[config.mk]
export PLATFORM = sky130hd
export DESIGN_NAME = mvm_ram
export DESIGN_NICKNAME = d
export VERILOG_FILES = /design/src/mvm_ram.sv
export SDC_FILE = /design/constraint.sdc
export NUM_CORES = 1
export LEC_CHECK = 0
export BUFFER_PORTS_ARGS = -buffer_cell sky130_fd_sc_hd__buf_2
export CAP_MARGIN = 10
export CORE_AREA = 2 2 404 406
export DETAILED_ROUTE_END_ITERATION = 10
export DIE_AREA = 0 0 406 408
export SLEW_MARGIN = 20
export SYNTH_ARGS = -nofsm -noshare
export SYNTH_HDL_FRONTEND = slang
export SYNTH_SLANG_ARGS = --single-unit
[constraint.sdc]
create_clock -name clock -period 6.5 [get_ports clock]
set_input_delay 1.3 -clock clock [delete_from_list [all_inputs] [get_ports clock]]
set_output_delay 1.3 -clock clock [all_outputs]
set_load 0.005 [all_outputs]
[src/mvm_ram.sv]
// Generic single-write, single-read RAM with registered read data.
// No dependencies; used for the weight and vector stores.
module mvm_ram #(
   parameter int WIDTH  = 16,
   parameter int DEPTH  = 64,
   parameter int ADDR_W = (DEPTH > 1) ? $clog2(DEPTH) : 1
) (
   input  logic              clock,
   input  logic              wr_en,
   input  logic [ADDR_W-1:0] wr_addr,
   input  logic [WIDTH-1:0]  wr_data,
   input  logic [ADDR_W-1:0] rd_addr,
   output logic [WIDTH-1:0]  rd_data
);

   logic [WIDTH-1:0] mem_ff [DEPTH];
   logic [WIDTH-1:0] rd_data_ff;

   always_ff @(posedge clock) begin
      if (wr_en) begin
         mem_ff[wr_addr] <= wr_data;
      end
      rd_data_ff <= mem_ff[rd_addr];
   end

   assign rd_data = rd_data_ff;

endmodule

==> flow_summary.json <==
{
  "status": "finished clean",
  "grt_start_max_net_pins": 118,
  "drv_slew": 0,
  "finalHoldWorstSlack_ns": 0.858,
  "gp_congestion": 0.782,
  "p_clk_share_pct": 42.1,
  "postLayoutSetupSlackWorst_ns": 2.87,
  "pre_cts_ws_ns": 2.15,
  "synth_area_leaders": "edfxtp_1, mux4_2, mux2i_1",
  "required_ns": 7.00,
  "p_sw_share_pct": 21.1,
  "muxShareOfSynthArea_pct": 15.5,
  "p_per_area_nw_per_um2": 303,
  "setup_tns_ns": 0,
  "met2_usage_pct": 17.7,
  "avgSynthCellArea_um2": 21.9,
  "start_util_pct": 24.8,
  "track_usage_pct": 11.5,
  "yosysSeqAreaShare_pct": 77.6,
  "fin_crit_sh_pct": 55.9,
  "max_freq_mhz": 275,
  "vias": 19000,
  "drtIter0Drc": 2173,
  "seqPwrFrac_pct": 53.1,
  "fp.dieArea_um2": 166000,
  "post-cts-setup-buffer-count": 0,
  "viasPerCell": 4.49,
  "rsz0062_at_grt": "false",
  "core-area_um2": 162000,
  "wire_per_inst_um": 23.1,
  "use_met1_pct": 16.7,
  "busiest_layer": "met2",
  "synth_top_cell_by_area": "edfxtp_1",
  "holdBufCountCts": 0,
  "path_max_fanout": 69,
  "ys.warnings.count": 0,
  "power_frac_comb_pct": 4.8,
  "grt_first_pass_wirelength_um": 140000,
  "cts_htree_levels": 3,
  "regToRegEndpoint": "rd_data[15]",
  "cts-resized-gates": 0,
  "synth_fa_ha_area_share_pct": 0,
  "synth_ff_type": "edfxtp_1",
  "r2r-start": "mem_ff[18][15]",
  "maxCapViolations": 0,
  "hold_class": "register to register",
  "skew_ns": 0.0294,
  "ys_async_sr_fraction_pct": 0,
  "synth_top_cell_area_share_pct": 76.8,
  "worstMarginPinSlew_ns": 1.11,
  "timing.final.hold_violations": 0,
  "intPower_mw": 11.1,
  "syn-num-nets": 1859,
  "synthToLayoutAreaGrowth_pct": 16.0,
  "clkSinkCount": 1040,
  "path_class": "input pin to register",
  "cts_buffer_depth": 3,
  "drive_gt1_share_pct": 26.4,
  "rows": 148,
  "gr-total-overflow": 0,
  "report.final.setup_viol": 0,
  "synth_cell_type_count": 43,
  "worst_ep_arrival_time_ns": 4.13,
  "cts_buffers": 105,
  "use_met3_pct": 2.37,
  "grt_pass1_vias": 18700,
  "synth_top_family_by_area": "multiplexers",
  "drc": 0,
  "r2r_slack_ns": 4.28,
  "ys_ff_latch": 1040,
  "routed_wirelength_um": 97800,
  "synthXorXnorAreaFrac_pct": 0,
  "period_needed_ns": 3.63,
  "die_width_um": 406,
  "min-delay-start": "mem_ff[3][7]",
  "synthSimpleGateAreaFrac_pct": 2.65,
  "netlist_instances": 1829,
  "clk_latency_ns": 0.67,
  "synth_edf_count": 1024,
  "placed_area_um2": 43100,
  "p_leak_nw": 14.3,
  "io_buffer_count": 45,
  "critPathLaunchType": "input pin",
  "end_kind": "register",
  "antenna_found_initial": 12,
  "switchingPower_mw": 2.96,
  "cts_tree": "done",
  "synth_compound_area_share_pct": 2.41,
  "die_y_um": 408,
  "post-route-util_pct": 28.7,
  "dp_hpwl_um": 55900,
  "finalPower_mw": 14.0,
  "final_antenna_net_count": 0,
  "reg2reg_depth": 5,
  "whs_endpoint": "rd_data[7]",
  "nets": 2002,
  "drt_pass1_iterations": 5,
  "ir_drop_mv": 0.230,
  "slew_headroom_pct": 25.8,
  "clk_pin_slew_ns": 0.06,
  "syn-cell-area_um2": 40000,
  "layout.cells.non_filler": 4239,
  "fin_area_um2": 46400,
  "cts-root-buf": "clkbuf_16",
  "hold_depth": 5,
  "placedCellCount": 4040,
  "ioPinCount": 46
}
-- cell type report --
class	count	area, µm²
Sequential cell	1040	31100
Fill cell	15700	115000
Clock inverter	54	519
Clock buffer	142	2850
Tap cell	2175	2720
Multi-Input combinational cell	685	8250
Timing Repair Buffer	140	1010
Antenna cell	3	7.51
-- flip-flops by register name (all words and copies together), names as in the netlist --
| register | flops |
|---|---|
| mem_ff | 1024 |
| rd_data | 16 |
-- worst max-delay path, cell delays in order --
cell and delay, ns:
buf_8 0.51, buf_12 0.52, mux4_2 0.58, nor2b_1 0.14
a211o_1 0.37, a31oi_1 0.45, a311oi_1 0.13
-- power groups by stage --
stage / clock network, mW / logic, mW / registers [mW]
global placement: 0 / 0.677 / 7.60
finish: 5.92 / 0.673 / 7.46
detailed placement: 0 / 0.683 / 7.60
CTS: 6.01 / 0.684 / 7.46
floorplan: 0 / 0.384 / 7.58
global route: 6.28 / 0.716 / 7.46
-- cell families after synthesis --
kind of cell / Yosys count
DFF: 1040
muxes: 336
and+or+nand+nor: 220
AOI/OAI and AO/OA: 129
buffers and inverters: 104
-- routing by layer --
| metal | routed length (µm) | part of all wire [%] |
|---|---|---|
| met5 | 113 | 0.12 |
| met2 | 45100 | 46 |
| met3 | 7230 | 7.4 |
| met4 | 2070 | 2.1 |
| met1 | 43300 | 44 |
-- how the worst max path moves through the flow --
| stage | start | end | slack [ns] |
|---|---|---|---|
| after global placement | rd_addr[0] | rd_data[12] | 2.13 |
| final | rd_addr[0] | rd_data[4] | 2.87 |
| after CTS | rd_addr[0] | rd_data[12] | 2.86 |
| after global routing | rd_addr[0] | rd_data[12] | 2.78 |
| after floorplan | wr_addr[3] | mem_ff[48][0] | 3.17 |
| after detailed placement | rd_addr[0] | rd_data[12] | 2.15 |
-- synthesized netlist by cell type, types with 3 or more instances --
master	number
nor2_1	72
a41oi_1	5
buf_2	36
o21ai_1	3
a311oi_1	8
nand4_1	12
buf_12	5
a221oi_1	16
a211o_1	8
dfxtp_1	16
mux4_2	220
a22o_1	6
buf_8	3
a221o_1	6
mux2i_1	85
a211oi_1	8
clkbuf_1	24
o21ai_0	5
a21oi_1	17
nor4_2	3
a31oi_1	8
edfxtp_1	1024
mux2_2	27
nand3_1	24
nand2b_1	3
buf_1	3
mux4_1	4
and4_1	5
buf_6	17
a22oi_1	39
nor2b_1	30
nand2_1	59
buf_4	13
-- cell usage in the layout, fill, tap and decap left out, types with 8 or more instances in the layout --
master,netlist,final
nor2_1,72,72
edfxtp_1,1024,1024
a31oi_1,8,8
nand3_1,24,24
clkinv_1,0,19
buf_2,36,42
a211oi_1,8,8
nor2b_1,30,29
nand2_1,59,59
clkbuf_1,24,30
bufinv_16,0,9
mux2_2,27,27
mux2i_1,85,85
a221oi_1,16,16
mux4_2,220,220
dfxtp_1,16,16
nand4_1,12,12
a211o_1,8,8
clkbuf_16,0,106
clkinv_2,0,19
buf_4,13,91
a311oi_1,8,8
a22oi_1,39,39
a21oi_1,17,17
(Power assumes the default switching activity.)
