### src/mvm_pkg.sv
// Shared types and constants of the matrix-vector multiplier.
// No dependencies; imported by the MAC unit, the top level, the checker and the bench.
package mvm_pkg;

   localparam int VAL_W   = 16;   // Q8.8 weights and vector elements
   localparam int PROD_W  = 32;   // Q16.16 product
   localparam int SUM_W   = 32;   // saturated Q16.16 result
   localparam int ACC_W   = 38;   // 64 products summed exactly
   localparam int CNT_W   = 7;    // row and column counts, 1..64
   localparam int IDX_W   = 6;    // row and column indexes
   localparam int CSR_IDX_W = 1;

   localparam logic ACT_WEIGHT = 1'b0;
   localparam logic ACT_VECTOR = 1'b1;

   localparam logic [CSR_IDX_W-1:0] CSR_ROWS_USED = 1'b0;
   localparam logic [CSR_IDX_W-1:0] CSR_COLS_USED = 1'b1;

   localparam logic [CNT_W-1:0] CNT_RESET = 7'd64;

   typedef struct packed {
      logic valid;
      logic first;   // first column of a row: restart the accumulator
      logic last;    // last column of a row: sum is complete after it
   } mac_ctl_type;

endpackage

### src/mvm_mac.sv
// Shared multiply-accumulate unit: registered product, exact accumulator,
// saturation to 32 bits. Depends on mvm_pkg.
module mvm_mac
   import mvm_pkg::*;
(
   input  logic                    clock,
   input  logic                    reset,
   input  mac_ctl_type             ctl,
   input  logic signed [VAL_W-1:0] weight,
   input  logic signed [VAL_W-1:0] element,
   input  logic                    take,
   output logic                    sum_valid,
   output logic signed [SUM_W-1:0] sum
);

   mac_ctl_type              ctl2_ff, ctl2_in;
   logic signed [PROD_W-1:0] prod_ff, prod_in;
   logic signed [ACC_W-1:0]  acc_ff, acc_in;
   logic                     sum_valid_ff, sum_valid_in;
   logic signed [ACC_W-1:0]  prod_ext;
   logic                     fits;

   assign prod_ext = {{(ACC_W-PROD_W){prod_ff[PROD_W-1]}}, prod_ff};

   always_comb begin
      ctl2_in      = ctl;
      prod_in      = weight * element;
      acc_in       = acc_ff;
      sum_valid_in = sum_valid_ff;
      if (ctl2_ff.valid) begin
         acc_in = (ctl2_ff.first ? '0 : acc_ff) + prod_ext;
      end
      if (ctl2_ff.valid && ctl2_ff.last) begin
         sum_valid_in = 1'b1;
      end else if (take) begin
         sum_valid_in = 1'b0;
      end
   end

   always_ff @(posedge clock) begin
      if (reset) begin
         ctl2_ff      <= '0;
         prod_ff      <= '0;
         acc_ff       <= '0;
         sum_valid_ff <= 1'b0;
      end else begin
         ctl2_ff      <= ctl2_in;
         prod_ff      <= prod_in;
         acc_ff       <= acc_in;
         sum_valid_ff <= sum_valid_in;
      end
   end

   // in range when every bit above the 32-bit sign equals it
   assign fits = (acc_ff[ACC_W-1:SUM_W-1] == '0) || (acc_ff[ACC_W-1:SUM_W-1] == '1);

   always_comb begin
      if (fits) begin
         sum = acc_ff[SUM_W-1:0];
      end else if (acc_ff[ACC_W-1]) begin
         sum = {1'b1, {(SUM_W-1){1'b0}}};
      end else begin
         sum = {1'b0, {(SUM_W-1){1'b1}}};
      end
   end

   assign sum_valid = sum_valid_ff;

endmodule

### config.mk
export PLATFORM = sky130hd
export DESIGN_NAME = mvm_mac
export DESIGN_NICKNAME = d
export VERILOG_FILES = /design/src/mvm_pkg.sv /design/src/mvm_mac.sv
export SDC_FILE = /design/constraint.sdc
export NUM_CORES = 1
export LEC_CHECK = 0
export BUFFER_PORTS_ARGS = -buffer_cell sky130_fd_sc_hd__buf_2
export CORE_MARGIN = 3
export CORE_UTILIZATION = 32
export CTS_BUF_LIST = sky130_fd_sc_hd__clkbuf_8
export DETAILED_ROUTE_END_ITERATION = 16
export GPL_TIMING_DRIVEN = 0
export MAX_ROUTING_LAYER = met4
export PLACE_DENSITY = 0.55
export SYNTH_ARGS = -nofsm -noshare
export SYNTH_HDL_FRONTEND = slang
export SYNTH_SLANG_ARGS = --single-unit
### constraint.sdc
create_clock -name clock -period 6.3 [get_ports clock]
set_input_delay 0.315 -clock clock [delete_from_list [all_inputs] [get_ports clock]]
set_output_delay 0.315 -clock clock [all_outputs]
set_load 0.05 [all_outputs]
==> out/metrics.csv <==
stage,metric,value,unit
cts,cts-htree-levels,3,
cts,clock_latency,0.37,ns
global_routing,met2_usage,27.10,%
global_routing,met3_usage,1.565,%
route,vias_per_cell,4.785,
yosys,yosys-top-cells-area,"fa_1 (36%), ha_1 (10%), dfxtp_1 (10%)",
global_routing,grt_usage,16.84,%
status,status,"finished, final reports clean",
critical_path,critPathArrivalTime,6.24,ns
yosys,yosysTopAreaCellShare,36.34,%
floorplan,die_h,218.8,um
critical_path,worstSetupEndpointType,flip-flop,
cts,cts_resized,2,
min_path,hp-class,primary input to flip-flop,
sta,worstMarginPinSlew,0.9370,ns
global_routing,grtUsageMet1,23.36,%
sta,min_period_over_period,95.08,%
critical_path,cp.required,6.55,ns
cts,cts_root_buf,clkbuf_8,
critical_path,critPathKind,primary input to flip-flop,
cts,clockBufferDepth,2,
floorplan,initial_utilization,32.55,%
final_layout,final_util,35.48,%
global_routing,antenna_found_initial,0,
sta,setup_ws,0.3098,ns
yosys,ys_ff_latch,74,
route,drt_iter0_markers,490,
yosys,yosysSeqAreaShare,10.22,%
yosys,syn_avg_cell_area,8.830,sq um
sta,max_freq,0.1669,GHz
final_layout,diodes,0,
sta,slew_headroom,37.54,%
yosys,synth_fp_nets,2061,
yosys,netlist.top_cell.by_area,fa_1,
global_routing,grt_first_pass_wirelength,62.60,mm
critical_path,worstPathMaxFanout,10,
cts,cts_tree,yes,
yosys,yosys.cell_types.count,62,
floorplan,fp-row-count,77,
cts,cts_setup_buffers,0,
cts,clk_pin_slew,0.08,ns
final_layout,fin_nets,2127,
critical_path,slowest_delay,0.54,ns
flow_run,max-cap-violations,0,
critical_path,critPathMostFrequentCell,fa_1,
floorplan,core-area,0.04451,sq mm
yosys,async_flop_share,0,%
sta,finalMaxSlewViolations,0,
global_routing,grt_pass1_vias,11750,
place,dpl.hpwl,33.22,mm
global_routing,busiest_layer,met2,
critical_path,reg2reg_depth,15,
sta,tns,0,ns
yosys,synth_ff_type,dfxtp_1,
route,ant_nets,0,
yosys,netlist_area,0.01449,sq mm
sta,period_minus_slack,5.990,ns
critical_path,path_cells,buf_2 > clkbuf_2 > and2_1 > fa_1 > inv_1 > fa_1 > fa_1 > inv_1 > fa_1 > fa_1 > inv_1 > fa_1 > inv_1 > ha_1 > a21o_1 > a21o_1 > a21o_1 > a31oi_1 > o211a_1 > o211a_1 > o21bai_1 > a21oi_1 > mux2_2,
sta,setup_viol,0,
global_routing,grt_max_degree,17,
yosys,synth-edff-count,0,
floorplan,die_w,218.8,um
route,firstDrtPassIters,5,
floorplan,fp.dieArea,0.04787,sq mm
cts,cts.sinks,74,
place,io_buffers,70,
sta,rsz0062_at_grt,no,
cts,holdBufCountCts,0,
yosys,synthCells,1641,
place,placedCellCount,2303,
place,dp_worst_setup_slack,-0.5699,ns
place,place_congestion,0.9037,
final_layout,syn2layout_area_growth,8.971,%
critical_path,critPathLaunchType,primary input,
critical_path,critPathSlowestCell,fa_1,
cts,cts_inserted_buffers,9,
min_path,whs_path_depth,2,
final_layout,final.fill_count,4692,
final_layout,drive_above_1_share,6.192,%
yosys,yosysWarnings,0,
sta,finalHoldViolCount,0,
route,routedWlPerCell,16.27,um
sta,skew,0.01318,ns
floorplan,io-pin-count,71,
final_layout,final_cells,2304,
route,postRouteWirelength,37.49,mm
route,route.vias.total,11020,
route,drc,0,
global_routing,grt-ovfl-total,0,
## placed cells by master, fill, tap and decap left out, types with 35 or more instances in the layout
cell	count
xnor2_1	37
fa_1	263
nor2_1	93
nand2_1	144
clkbuf_1	36
a21o_1	60
inv_1	305
a21oi_1	64
dfxtp_1	74
and2_1	129
nor2b_1	46
buf_2	70
o21ai_0	35
ha_1	119
## routing by layer
metal	share of wire (%)	vias to the layer above	wire, um
met1	49	5466	18210
met3	4.2	44	1559
li1	-	5267	-
met2	46	247	17140
met5	0	-	0
met4	1.5	0	580
## metrics by stage
stage	cell area [sq um]	hold WS [ns]
after floorplan	14490	0.4307
after global placement	15580	0.4432
after detailed placement	15580	0.4483
after CTS	15800	0.1400
after global routing	15790	0.1458
final	15790	0.1570
## critical path, delay by kind of cell
family                     cells  cell delay [ns]
buffers and inverters          6             0.58
AOI/OAI and AO/OA              8             1.42
adders and majority gates      7             3.37
and+or+nand+nor                1             0.21
muxes                          1             0.35
## cell type report
cell class	count	area [sq um]	share of cell area (%)
multi-input combinational	1200	11630	73.68
sequential	74	1481	9.382
inverter	305	1145	7.250
tap	592	740.7	4.691
timing repair buffer	70	350.3	2.219
buffer	47	190.2	1.204
clock buffer	9	123.9	0.7845
clock inverter	7	123.9	0.7845
## cells in the mapped netlist, drive strengths merged (4+ instances only)
cell,number
a2111o,4
a211oi,8
a21o,60
a21oi,64
a31oi,10
and2,129
and3,11
buf,6
clkbuf,56
dfxtp,74
fa,263
ha,119
inv,305
mux2i,23
nand2,144
nand2b,22
nand3,11
nand3b,5
nand4,6
nor2,93
nor2b,46
nor3,14
o211ai,9
o21a,9
o21ai,38
o21bai,6
o22ai,4
o31ai,4
xnor2,37
xor2,20
## final timing paths
check,slack (ns),from,endpoint
setup reg to reg,2.31,ctl2_ff[1]$_SDFF_PP0_,acc_ff[36]$_SDFFE_PP0P_
hold reg to reg,0.46,ctl2_ff[0]$_SDFF_PP0_,sum_valid$_SDFFE_PP0P_
setup / recovery,0.31,element[5],prod_ff[25]$_SDFF_PP0_
hold / removal,0.16,ctl[1],ctl2_ff[1]$_SDFF_PP0_
## registers in the layout (all words and copies together) (netlist names)
name / count
prod_ff: 32
sum_valid: 1
ctl2_ff: 3
acc_ff: 38
## cell families (layout without fill, tap and decap cells)
| kind of cell | after synthesis | in the layout | share of synthesized area (%) |
|---|---|---|---|
| AOI/OAI and AO/OA | 240 | 240 | 11.12 |
| xor gates and xnor gates | 57 | 57 | 3.445 |
| adders and majority gates | 382 | 382 | 46.61 |
| buffers and inverters | 367 | 438 | 9.559 |
| DFF | 74 | 74 | 10.22 |
| muxes | 24 | 24 | 1.667 |
| and+or+nand+nor | 497 | 497 | 17.37 |
Power is not shown: default switching activity piles up to over one toggle a cycle in this logic, so the estimate is an artifact.
